### src/buv_pkg.sv
// Shared constants for the box union volume block: field widths, error codes, defaults.
// No dependencies.
package buv_pkg;

    localparam int COORD_W     = 8;
    localparam int VOL_W       = 64;
    localparam int ERR_W       = 2;

    localparam int MAX_POINTS_DEF = 16;
    localparam int MAX_DIMS_DEF   = 8;
    localparam int COORD_BITS_DEF = 8;

    localparam logic [ERR_W-1:0] ERR_NONE    = 2'd0;
    localparam logic [ERR_W-1:0] ERR_POINTS  = 2'd1;
    localparam logic [ERR_W-1:0] ERR_DIMS    = 2'd2;
    localparam logic [ERR_W-1:0] ERR_UNEQUAL = 2'd3;

endpackage

### src/box_union_volume_incl_excl.sv
// Load: one coordinate word per cycle, busy low; the set-end word starts evaluation.
// Evaluation of n points in d dims runs over the 2^n-1 subsets S of the points, using one
// point-store read port, one compare and one 64x8 multiplier, then a result state. A set
// with an error gives its result in the cycle after the set-end word.
// Results are strobed by o_valid for one cycle; busy stays high up to and including the strobe.
// Synchronous active-low reset clears control; the point store is never cleared.
module box_union_volume_incl_excl #(
    parameter int MAX_POINTS = buv_pkg::MAX_POINTS_DEF,
    parameter int MAX_DIMS   = buv_pkg::MAX_DIMS_DEF,
    parameter int COORD_BITS = buv_pkg::COORD_BITS_DEF
) (
    input  logic                       i_clk,
    input  logic                       i_rst_n,
    input  logic                       start,
    output logic                       busy,
    input  logic [buv_pkg::COORD_W-1:0] i_coord,
    input  logic                       i_end_of_point,
    input  logic                       i_end_of_set,
    output logic                       o_valid,
    output logic [buv_pkg::VOL_W-1:0]  o_volume,
    output logic [buv_pkg::ERR_W-1:0]  o_error
);
    import buv_pkg::*;

    localparam int PC_W   = $clog2(MAX_POINTS + 1);
    localparam int CIP_W  = $clog2(MAX_DIMS + 1);
    localparam int PI_W   = (MAX_POINTS > 1) ? $clog2(MAX_POINTS) : 1;
    localparam int DI_W   = (MAX_DIMS > 1) ? $clog2(MAX_DIMS) : 1;
    localparam int MASK_W = MAX_POINTS;
    localparam int DEPTH  = MAX_POINTS << DI_W;
    localparam int MUL_W  = VOL_W + COORD_BITS;

    localparam logic [2:0] S_LOAD  = 3'd0;
    localparam logic [2:0] S_SCAN  = 3'd1;
    localparam logic [2:0] S_DRAIN = 3'd2;
    localparam logic [2:0] S_MUL   = 3'd3;
    localparam logic [2:0] S_ACC   = 3'd4;
    localparam logic [2:0] S_DONE  = 3'd5;

    logic [2:0]            r_state;
    logic [PC_W-1:0]       r_pcnt, n_pcnt;
    logic [CIP_W-1:0]      r_dim, n_dim;
    logic [CIP_W-1:0]      r_cip, n_cip;
    logic [ERR_W-1:0]      r_err, n_err;
    logic [MASK_W-1:0]     r_mask, r_last, n_last;
    logic [VOL_W-1:0]      r_acc, n_acc;
    logic [VOL_W-1:0]      r_prod;
    logic [VOL_W-1:0]      r_vol;
    logic [ERR_W-1:0]      r_eout;
    logic [PI_W-1:0]       r_pi;
    logic [DI_W-1:0]       r_k;
    logic                  r_first;
    logic                  r_par;
    logic                  r_tag_v;
    logic [DI_W-1:0]       r_tag_k;
    logic                  r_tag_first;
    logic [COORD_BITS-1:0] r_rdata;
    logic [COORD_BITS-1:0] r_min [MAX_DIMS];
    logic [COORD_BITS-1:0] mem [DEPTH];

    logic                  accept;
    logic                  wr_en;
    logic [COORD_BITS-1:0] coord_m;
    logic                  issue;
    logic                  i_last;
    logic                  k_last;
    logic [DI_W-1:0]       min_idx;
    logic [COORD_BITS-1:0] min_rd;
    logic [MUL_W-1:0]      mul_full;

    assign accept  = start && !busy;
    assign busy    = (r_state != S_LOAD);
    assign coord_m = i_coord[COORD_BITS-1:0];
    assign issue   = (r_state == S_SCAN) && r_mask[r_pi];
    assign i_last  = (PC_W'(r_pi) == (r_pcnt - PC_W'(1)));
    assign k_last  = (CIP_W'(r_k) == (r_dim - CIP_W'(1)));
    assign min_idx = (r_state == S_MUL) ? r_k : r_tag_k;
    assign min_rd  = r_min[min_idx];
    assign mul_full = MUL_W'(r_prod) * MUL_W'(min_rd);
    assign n_acc   = r_par ? (r_acc + r_prod) : (r_acc - r_prod);

    assign o_valid  = (r_state == S_DONE);
    assign o_volume = r_vol;
    assign o_error  = r_eout;

    // load-side bookkeeping for the accepted word
    always_comb begin
        n_err = r_err;
        n_cip = r_cip;
        n_pcnt = r_pcnt;
        n_dim = r_dim;
        wr_en = 1'b0;
        if (accept) begin
            if (r_err == ERR_NONE) begin
                if (r_cip >= CIP_W'(MAX_DIMS)) begin
                    n_err = ERR_DIMS;
                end else if (r_pcnt >= PC_W'(MAX_POINTS)) begin
                    n_err = ERR_POINTS;
                end else begin
                    wr_en = 1'b1;
                    n_cip = r_cip + CIP_W'(1);
                end
            end
            if (i_end_of_point || i_end_of_set) begin
                if (n_err == ERR_NONE) begin
                    if (r_pcnt == '0) begin
                        n_dim = n_cip;
                    end else if (n_cip != r_dim) begin
                        n_err = ERR_UNEQUAL;
                    end
                    if (n_err == ERR_NONE) begin
                        n_pcnt = r_pcnt + PC_W'(1);
                    end
                end
                n_cip = '0;
            end
        end
    end

    // all-ones over the loaded points marks the last subset
    always_comb begin
        for (int j = 0; j < MASK_W; j++) begin
            n_last[j] = (PC_W'(j) < n_pcnt);
        end
    end

    // point store: one write port, one registered read port
    always_ff @(posedge i_clk) begin
        if (wr_en) begin
            mem[{r_pcnt[PI_W-1:0], r_cip[DI_W-1:0]}] <= coord_m;
        end
        r_rdata <= mem[{r_pi, r_k}];
    end

    // running minimum, updated from the registered read data in the cycle after each store read
    always_ff @(posedge i_clk) begin
        if (r_tag_v && (r_tag_first || (r_rdata < min_rd))) begin
            r_min[r_tag_k] <= r_rdata;
        end
    end

    always_ff @(posedge i_clk) begin
        if (!i_rst_n) begin
            r_state <= S_LOAD;
            r_pcnt  <= '0;
            r_dim   <= '0;
            r_cip   <= '0;
            r_err   <= ERR_NONE;
            r_mask  <= '0;
            r_acc   <= '0;
            r_tag_v <= 1'b0;
        end else begin
            r_tag_v     <= issue;
            r_tag_k     <= r_k;
            r_tag_first <= r_first;
            unique case (r_state)
                S_LOAD: begin
                    if (accept) begin
                        r_cip  <= n_cip;
                        r_err  <= n_err;
                        r_pcnt <= n_pcnt;
                        r_dim  <= n_dim;
                        if (i_end_of_set) begin
                            if (n_err != ERR_NONE) begin
                                r_vol   <= '0;
                                r_eout  <= n_err;
                                r_state <= S_DONE;
                            end else begin
                                r_last  <= n_last;
                                r_mask  <= MASK_W'(1);
                                r_acc   <= '0;
                                r_pi    <= '0;
                                r_k     <= '0;
                                r_first <= 1'b1;
                                r_par   <= 1'b0;
                                r_prod  <= VOL_W'(1);
                                r_state <= S_SCAN;
                            end
                        end
                    end
                end
                S_SCAN: begin
                    if (r_mask[r_pi]) begin
                        if (k_last) begin
                            r_k     <= '0;
                            r_first <= 1'b0;
                            r_par   <= ~r_par;
                            if (i_last) begin
                                r_state <= S_DRAIN;
                            end else begin
                                r_pi <= r_pi + PI_W'(1);
                            end
                        end else begin
                            r_k <= r_k + DI_W'(1);
                        end
                    end else if (i_last) begin
                        r_state <= S_DRAIN;
                    end else begin
                        r_pi <= r_pi + PI_W'(1);
                    end
                end
                S_DRAIN: begin
                    // last minimum update lands this cycle
                    r_k     <= '0;
                    r_state <= S_MUL;
                end
                S_MUL: begin
                    r_prod <= mul_full[VOL_W-1:0];
                    if (k_last) begin
                        r_k     <= '0;
                        r_state <= S_ACC;
                    end else begin
                        r_k <= r_k + DI_W'(1);
                    end
                end
                S_ACC: begin
                    r_acc <= n_acc;
                    if (r_mask == r_last) begin
                        r_vol   <= n_acc;
                        r_eout  <= ERR_NONE;
                        r_state <= S_DONE;
                    end else begin
                        r_mask  <= r_mask + MASK_W'(1);
                        r_pi    <= '0;
                        r_k     <= '0;
                        r_first <= 1'b1;
                        r_par   <= 1'b0;
                        r_prod  <= VOL_W'(1);
                        r_state <= S_SCAN;
                    end
                end
                S_DONE: begin
                    r_pcnt  <= '0;
                    r_dim   <= '0;
                    r_cip   <= '0;
                    r_err   <= ERR_NONE;
                    r_acc   <= '0;
                    r_mask  <= '0;
                    r_state <= S_LOAD;
                end
                default: begin
                    r_state <= S_LOAD;
                end
            endcase
        end
    end

endmodule

### config.mk
export PLATFORM = sky130hd
export DESIGN_NAME = box_union_volume_incl_excl
export DESIGN_NICKNAME = d
export VERILOG_FILES = /design/src/buv_pkg.sv /design/src/box_union_volume_incl_excl.sv
export SDC_FILE = /design/constraint.sdc
export NUM_CORES = 2
export LEC_CHECK = 0
export ABC_CLOCK_PERIOD_IN_PS = 19700
export CAP_MARGIN = 15
export CORE_UTILIZATION = 40
export CTS_BUF_LIST = sky130_fd_sc_hd__clkbuf_8
export CTS_CLUSTER_SIZE = 24
export DETAILED_ROUTE_END_ITERATION = 7
export DONT_BUFFER_PORTS = 1
export GPL_ROUTABILITY_DRIVEN = 0
export PLACE_DENSITY = 0.55
export SYNTH_ARGS = -nofsm -noshare
export SYNTH_HDL_FRONTEND = slang
export SYNTH_SLANG_ARGS = --single-unit
### constraint.sdc
create_clock -name i_clk -period 19.7 [get_ports i_clk]
set_input_delay 3.94 -clock i_clk [delete_from_list [all_inputs] [get_ports i_clk]]
set_output_delay 3.94 -clock i_clk [all_outputs]
set_load 0.01 [all_outputs]
# Yosys cells after proc, flatten, opt, wreduce, memory -nomap -nowiden
# Memories as Yosys holds them, arrays and structs flattened. A register that Yosys moved wholly into a read port is not among the register bits.
# Index checks and enable logic that the tools add are counted.
dict set report word_totals {
  regBits 258
  ramBits 1088
  out_inout_bits 68
  wordCells 210
  memories 2
}
# memory depth word_bits read_ports rd_ports_with_merged_regs wr line_no
set mem_list {}
lappend mem_list {mem 128 8 1 1 1 box_union_volume_incl_excl.sv:59} ;# logic [COORD_BITS-1:0] mem [DEPTH];
lappend mem_list {r_min 8 8 1 0 1 box_union_volume_incl_excl.sv:58} ;# logic [COORD_BITS-1:0] r_min [MAX_DIMS];
dict set report classes {
  add_sub_neg 9
  multipliers 1
  n_lt_le_gt_ge 20
  n_eq_ne 22
  mux 106
  bitwise 2
  reduce_logical 30
}
# operator n
set op_table {}
lappend op_table {{two-way mux 64 bit} 12}
lappend op_table {{case mux 64 bit (3 select lines)} 2}
lappend op_table {{case mux 64 bit (2 select lines)} 1}
lappend op_table {{two-way mux 4 bit} 17}
lappend op_table {{adder 64 bit} 1}
lappend op_table {{multiplier 64 x 8 -> 64 bit} 1}
lappend op_table {{two-way mux 16 bit} 4}
lappend op_table {{subtractor 64 bit} 1}
lappend op_table {{case mux 16 bit (3 select lines)} 1}
lappend op_table {{two-way mux 3 bit} 15}
lappend op_table {{< comparator 4 x 5 -> 1 bit (first input constant)} 8}
lappend op_table {{two-way mux 2 bit} 17}
lappend op_table {{case mux 3 bit (5 select lines)} 2}
lappend op_table {{two-way mux 5 bit} 5}
lappend op_table {{!= test 2 bit (second input constant)} 11}
lappend op_table {{two-way mux 1 bit} 21}
lappend op_table {{< comparator 3 x 5 -> 1 bit (first input constant)} 4}
lappend op_table {{adder 16 x 1 -> 16 bit (second input constant)} 1}
lappend op_table {{equality test 16 bit} 1}
lappend op_table {{case mux 4 bit (2 select lines)} 2}
lappend op_table {{AND reduction 5 bit} 3}
lappend op_table {{AND reduction 7 bit} 2}
lappend op_table {{case mux 4 bit (3 select lines)} 1}
lappend op_table {{AND reduction 6 bit} 2}
lappend op_table {{other kinds (36)} 55}

# Depth between registers and ports, before layout
dict set report logic_depth {
  depth_word 19
  ltp_mapped 30
  depth_no_buf 25
}

# Worst setup path before layout
# Ideal clock, no wire load.
dict set report synth_path {
  path_kind {input-to-reg}
  from {input start}
  to {register r_prod[0], enable pin}
  arrival_time_ps 7954
  setup_slack_ps 11239
  stages 8
  path_buffers 1
  path_cell_list {and2_0 -> clkbuf_1 -> nand2_1 -> nor2_1 -> nand2b_1 -> a221o_1 -> nand3_1 -> a21oi_1}
}
dict set report synth_between {
  elab_chain_len 5
  elab_cells_between_ends 6
}
# element line_no
set synth_rtl {}
lappend synth_rtl {{start, declared} box_union_volume_incl_excl.sv:14} ;# input logic start,
lappend synth_rtl {{logical AND 1 bit (*)} box_union_volume_incl_excl.sv:71} ;# assign accept = start && !busy;
lappend synth_rtl {{two-way mux 2 bit} box_union_volume_incl_excl.sv:93} ;# if (accept) begin
lappend synth_rtl {{nonzero test 2 bit} box_union_volume_incl_excl.sv:164} ;# if (n_err != ERR_NONE) begin
lappend synth_rtl {{!= test 2 bit (no line)} n/a}
lappend synth_rtl {{AND reduction 6 bit (no line) (*)} n/a}
lappend synth_rtl {{end signal, assigned} box_union_volume_incl_excl.sv:208} ;# r_prod <= mul_full[VOL_W-1:0];
lappend synth_rtl {{end, declared} box_union_volume_incl_excl.sv:47} ;# logic [VOL_W-1:0] r_prod;
# Mark *: on every way between the ends. The rest lies on a longest branch, timed or not.
# A chain may end at the register's enable or synchronous reset.

# Final worst setup path
dict set report layout_path {
  from {register r_state[2]}
  to {register r_prod[57] (data pin)}
}
dict set report layout_between {
  elab_chain_len 5
  elab_cells_between_ends 7
}
# element line_no
set layout_rtl {}
lappend layout_rtl {{start, declared} box_union_volume_incl_excl.sv:40} ;# logic [2:0] r_state;
lappend layout_rtl {{start signal, assigned} box_union_volume_incl_excl.sv:144} ;# r_state <= S_LOAD;
lappend layout_rtl {{start signal, assigned} box_union_volume_incl_excl.sv:167} ;# r_state <= S_DONE;
lappend layout_rtl {{start signal, assigned} box_union_volume_incl_excl.sv:177} ;# r_state <= S_SCAN;
lappend layout_rtl {{equality test 3 x 2 -> 1 bit} {box_union_volume_incl_excl.sv:77, box_union_volume_incl_excl.sv:156}}
lappend layout_rtl {{two-way mux 3 bit} box_union_volume_incl_excl.sv:77} ;# assign min_idx = (r_state == S_MUL) ? r_k : r_tag_k;
lappend layout_rtl {{memory read (8 x 8 bit)} n/a}
lappend layout_rtl {{multiplier 64 x 8 -> 64 bit} box_union_volume_incl_excl.sv:79} ;# assign mul_full = MUL_W'(r_prod) * MUL_W'(min_rd);
lappend layout_rtl {{case mux 64 bit (3 select lines) (*)} box_union_volume_incl_excl.sv:156} ;# unique case (r_state)
# Marked as above.

==> run_results.csv <==
group,metric,value,unit
synthesis,async_reset_ff_share,0,%
die,die-area,183000,µm²
cts,clkTransAtPathRegs,0.06,ns
detailed_routing,wire_per_inst,24.6,µm
placed_design,port_buffers,0,
synthesis,syn_nets,5722,
power,clkPwrFrac,18.2,%
worst_hold_path,hp-class,"register to register",
setup_path,startpoint_type,"register",
detailed_routing,vias,43100,
setup_path,cp_num_cells,25,
sta,setup_tns,0,ns
power,power_density,174,nW/µm²
synthesis,synth.area.top_cells,"edfxtp_1, mux4_2, fa_1",
synthesis,syn_inst,5207,
synthesis,yosysUniqueCellTypes,94,
detailed_routing,viasPerCell,5.57,
detailed_routing,drc_errors,0,
cts,clock-sinks,1354,
sta,slew_headroom,24.7,%
sta,layout_min_cycle_time,9.27,ns
power,p_int,7.71,mW
sta,rsz0062_at_grt,"false",
synthesis,synth_seq_area_share,54.6,%
setup_path,arrival,9.95,ns
power,p_sw,6.10,mW
synthesis,synth_top_area_share,51.7,%
setup_path,slowest_delay,0.91,ns
setup_path,crit_path_max_fanout,65,
power,p_leak,28.3,nW
grt,grt_pass1_vias,44400,
setup_path,critical-path-slowest-cell,"a31oi_4",
sta,drv_slew,0,
grt,antenna_found_initial,14,
power,finalPower,13.8,mW
outcome,status,"finished, final reports clean",
sta,fin_skew,0.0763,ns
synthesis,synth_top_area_cell,"edfxtp_1",
die,start_util,40.5,%
setup_path,cp_common_cell,"fa_1",
finish,layout_commonest_cell,"edfxtp_1",
die,core_area,179000,µm²
worst_hold_path,hold_path_depth,0,
sta,fmax,108,MHz
power,p_comb_share,57.6,%
die,fp.dieH,428,µm
cts,cts_tree,"built",
sta,final-setup-viol-count,0,
cts,cts-root-buf,"clkbuf_8",
cts,cts_buffers,226,
finish,nNetsFinal,5697,
cts,clock_latency,0.98,ns
synthesis,synth-edff-count,1247,
setup_path,worstRegToRegCells,25,
synthesis,syn_avg_cell_area,13.9,µm²
synthesis,synth_ff_type,"edfxtp_1",
detailed_routing,drtPass1Iterations,6,
grt,grt_pass1_wl,286000,µm
detailed_routing,drtIter0Drc,3548,
placed_design,dp.final_hpwl,124000,µm
grt,grt_use_total,21.0,%
finish,syn_to_final_growth,9.37,%
die,rows,155,
cts,cts_resized,0,
grt,overflow,0,
job,cap_violations,0,
grt,grt_max_degree,129,
power,p_sw_share,44.2,%
setup_path,worst-setup-path-type,"register to register",
die,die_x,428,µm
finish,drive_above_1_share,14.5,%
cts,hold_buffers,0,
detailed_routing,routed_wl,190000,µm
finish,final_cell_mix,"edfxtp_1, nor2_1, inv_1",
sta,worst_pin_slew,1.13,ns
finish,fillers,16200,
setup_path,crit_buf_inv,4,
cts,htreeDepth,4,
setup_path,required,20.37,ns
detailed_routing,antenna_left,0,
synthesis,ys_ff_latch,1354,
cts,cts_max_path_buffers,3,
power,seq_power_share,24.2,%
die,io_pins,81,
sta,hold_violations,0,
setup_path,setup.worst_path.end_class,"register",
synthesis,syn_area,72500,µm²
sta,fin_crit_sh,47.1,%
cts,post_cts_buffers,0,
setup_path,cpLargestDelayFamily,"compound AO/OA/AOI/OAI gates",
synthesis,synth_warnings,0,
power,vdd_drop_max,0.000173,V
routing by layer:
metal / vias to the layer above / track usage (%) / part of all wire, %
met3: 253 / 3.93 / 6.4
met1: 22500 / 30.1 / 45
met5: - / 0 / 0
li1: 19000 / - / -
met4: 0 / 5.60 / 2.3
met2: 1347 / 32.6 / 46
stage by stage:
| step | setup WS [ns] | instance area, µm² | std cells | hold WS [ns] | util (%) |
|---|---|---|---|---|---|
| final | 10.43 | 79300 | 7737 | 0.457 | 44.2 |
| after global routing | 9.57 | 79300 | 7737 | 0.460 | 44.2 |
| after CTS | 10.38 | 79300 | 7733 | 0.457 | 44.2 |
| after detailed placement | 10.36 | 74700 | 7309 | 0.429 | 41.7 |
| after global placement | 10.41 | 74700 | 7309 | 0.430 | 41.7 |
| after floorplan | 11.24 | 72500 | 5207 | 0.400 | - |
cells in the mapped netlist (58+ instances only):
cell and number:
nor2_1 516, xor2_1 124, and2_1 78, ha_1 153
edfxtp_1 1247, nand3_1 58, nor2b_1 302, a21oi_1 223
mux4_2 341, xnor2_1 93, clkbuf_1 243, fa_1 349
dfxtp_1 107, nand2_1 253, o21ai_0 117, inv_1 308
a21o_1 85
power by group through the flow:
stage / Sequential, mW / Combinational, mW / Clock (mW)
6_report: 3.35 / 7.95 / 2.51
5_1_grt: 3.35 / 8.86 / 2.69
4_1_cts: 3.35 / 7.89 / 2.57
3_5_place_dp: 3.41 / 7.82 / 0
3_3_place_gp: 3.41 / 7.86 / 0
2_1_floorplan: 3.32 / 5.99 / 0
final timing paths:
kind | end | slack [ns] | startpoint
max | r_prod[57] | 10.43 | r_state[2]
min | r_tag_first | 0.46 | r_first
max reg2reg | r_prod[57] | 10.43 | r_state[2]
min reg2reg | r_tag_first | 0.46 | r_first
sequential cells by signal (all words and copies together) (netlist names), 2 cells and up:
signal / count
r_k: 3
r_prod: 64
r_dim: 4
r_tag_k: 3
mem: 1024
r_err: 2
r_last: 16
r_cip: 4
r_pi: 4
r_acc: 64
o_volume: 64
o_error: 2
r_state: 3
r_min: 64
r_mask: 16
r_rdata: 8
r_pcnt: 5
logic make-up after synthesis:
group           after synthesis  share of synthesized area (%)
compound gates              663                           5.87
flops                      1354                           54.6
fa+ha+maj                   502                           12.3
mux                         380                           11.2
buf+inv                     615                           3.26
simple gates               1471                           10.0
xor+xnor                    222                           2.77
area by class of cell:
| class | instances | area [µm²] | area share [%] |
|---|---|---|---|
| diodes | 4 | 10.0 | 0.0126 |
| clock buffers | 236 | 3250 | 4.10 |
| clock inverters | 188 | 1300 | 1.64 |
| inverters | 315 | 1180 | 1.49 |
| multi-input cells | 3238 | 30700 | 38.7 |
| flip-flops and latches | 1354 | 39600 | 49.9 |
| well taps | 2355 | 2950 | 3.72 |
| repair buffers | 47 | 365 | 0.461 |
worst register-to-register path, delay by kind of cell (launching register included):
kind | cells | cell delay, ns
AOI/OAI and AO/OA | 11 | 3.78
adders and majority gates | 5 | 2.35
buffers and inverters | 4 | 1.24
DFF | 1 | 0.81
and+or+nand+nor | 4 | 0.63
xor gates and xnor gates | 1 | 0.18
Note: power is estimated with default switching activity, not from simulation.
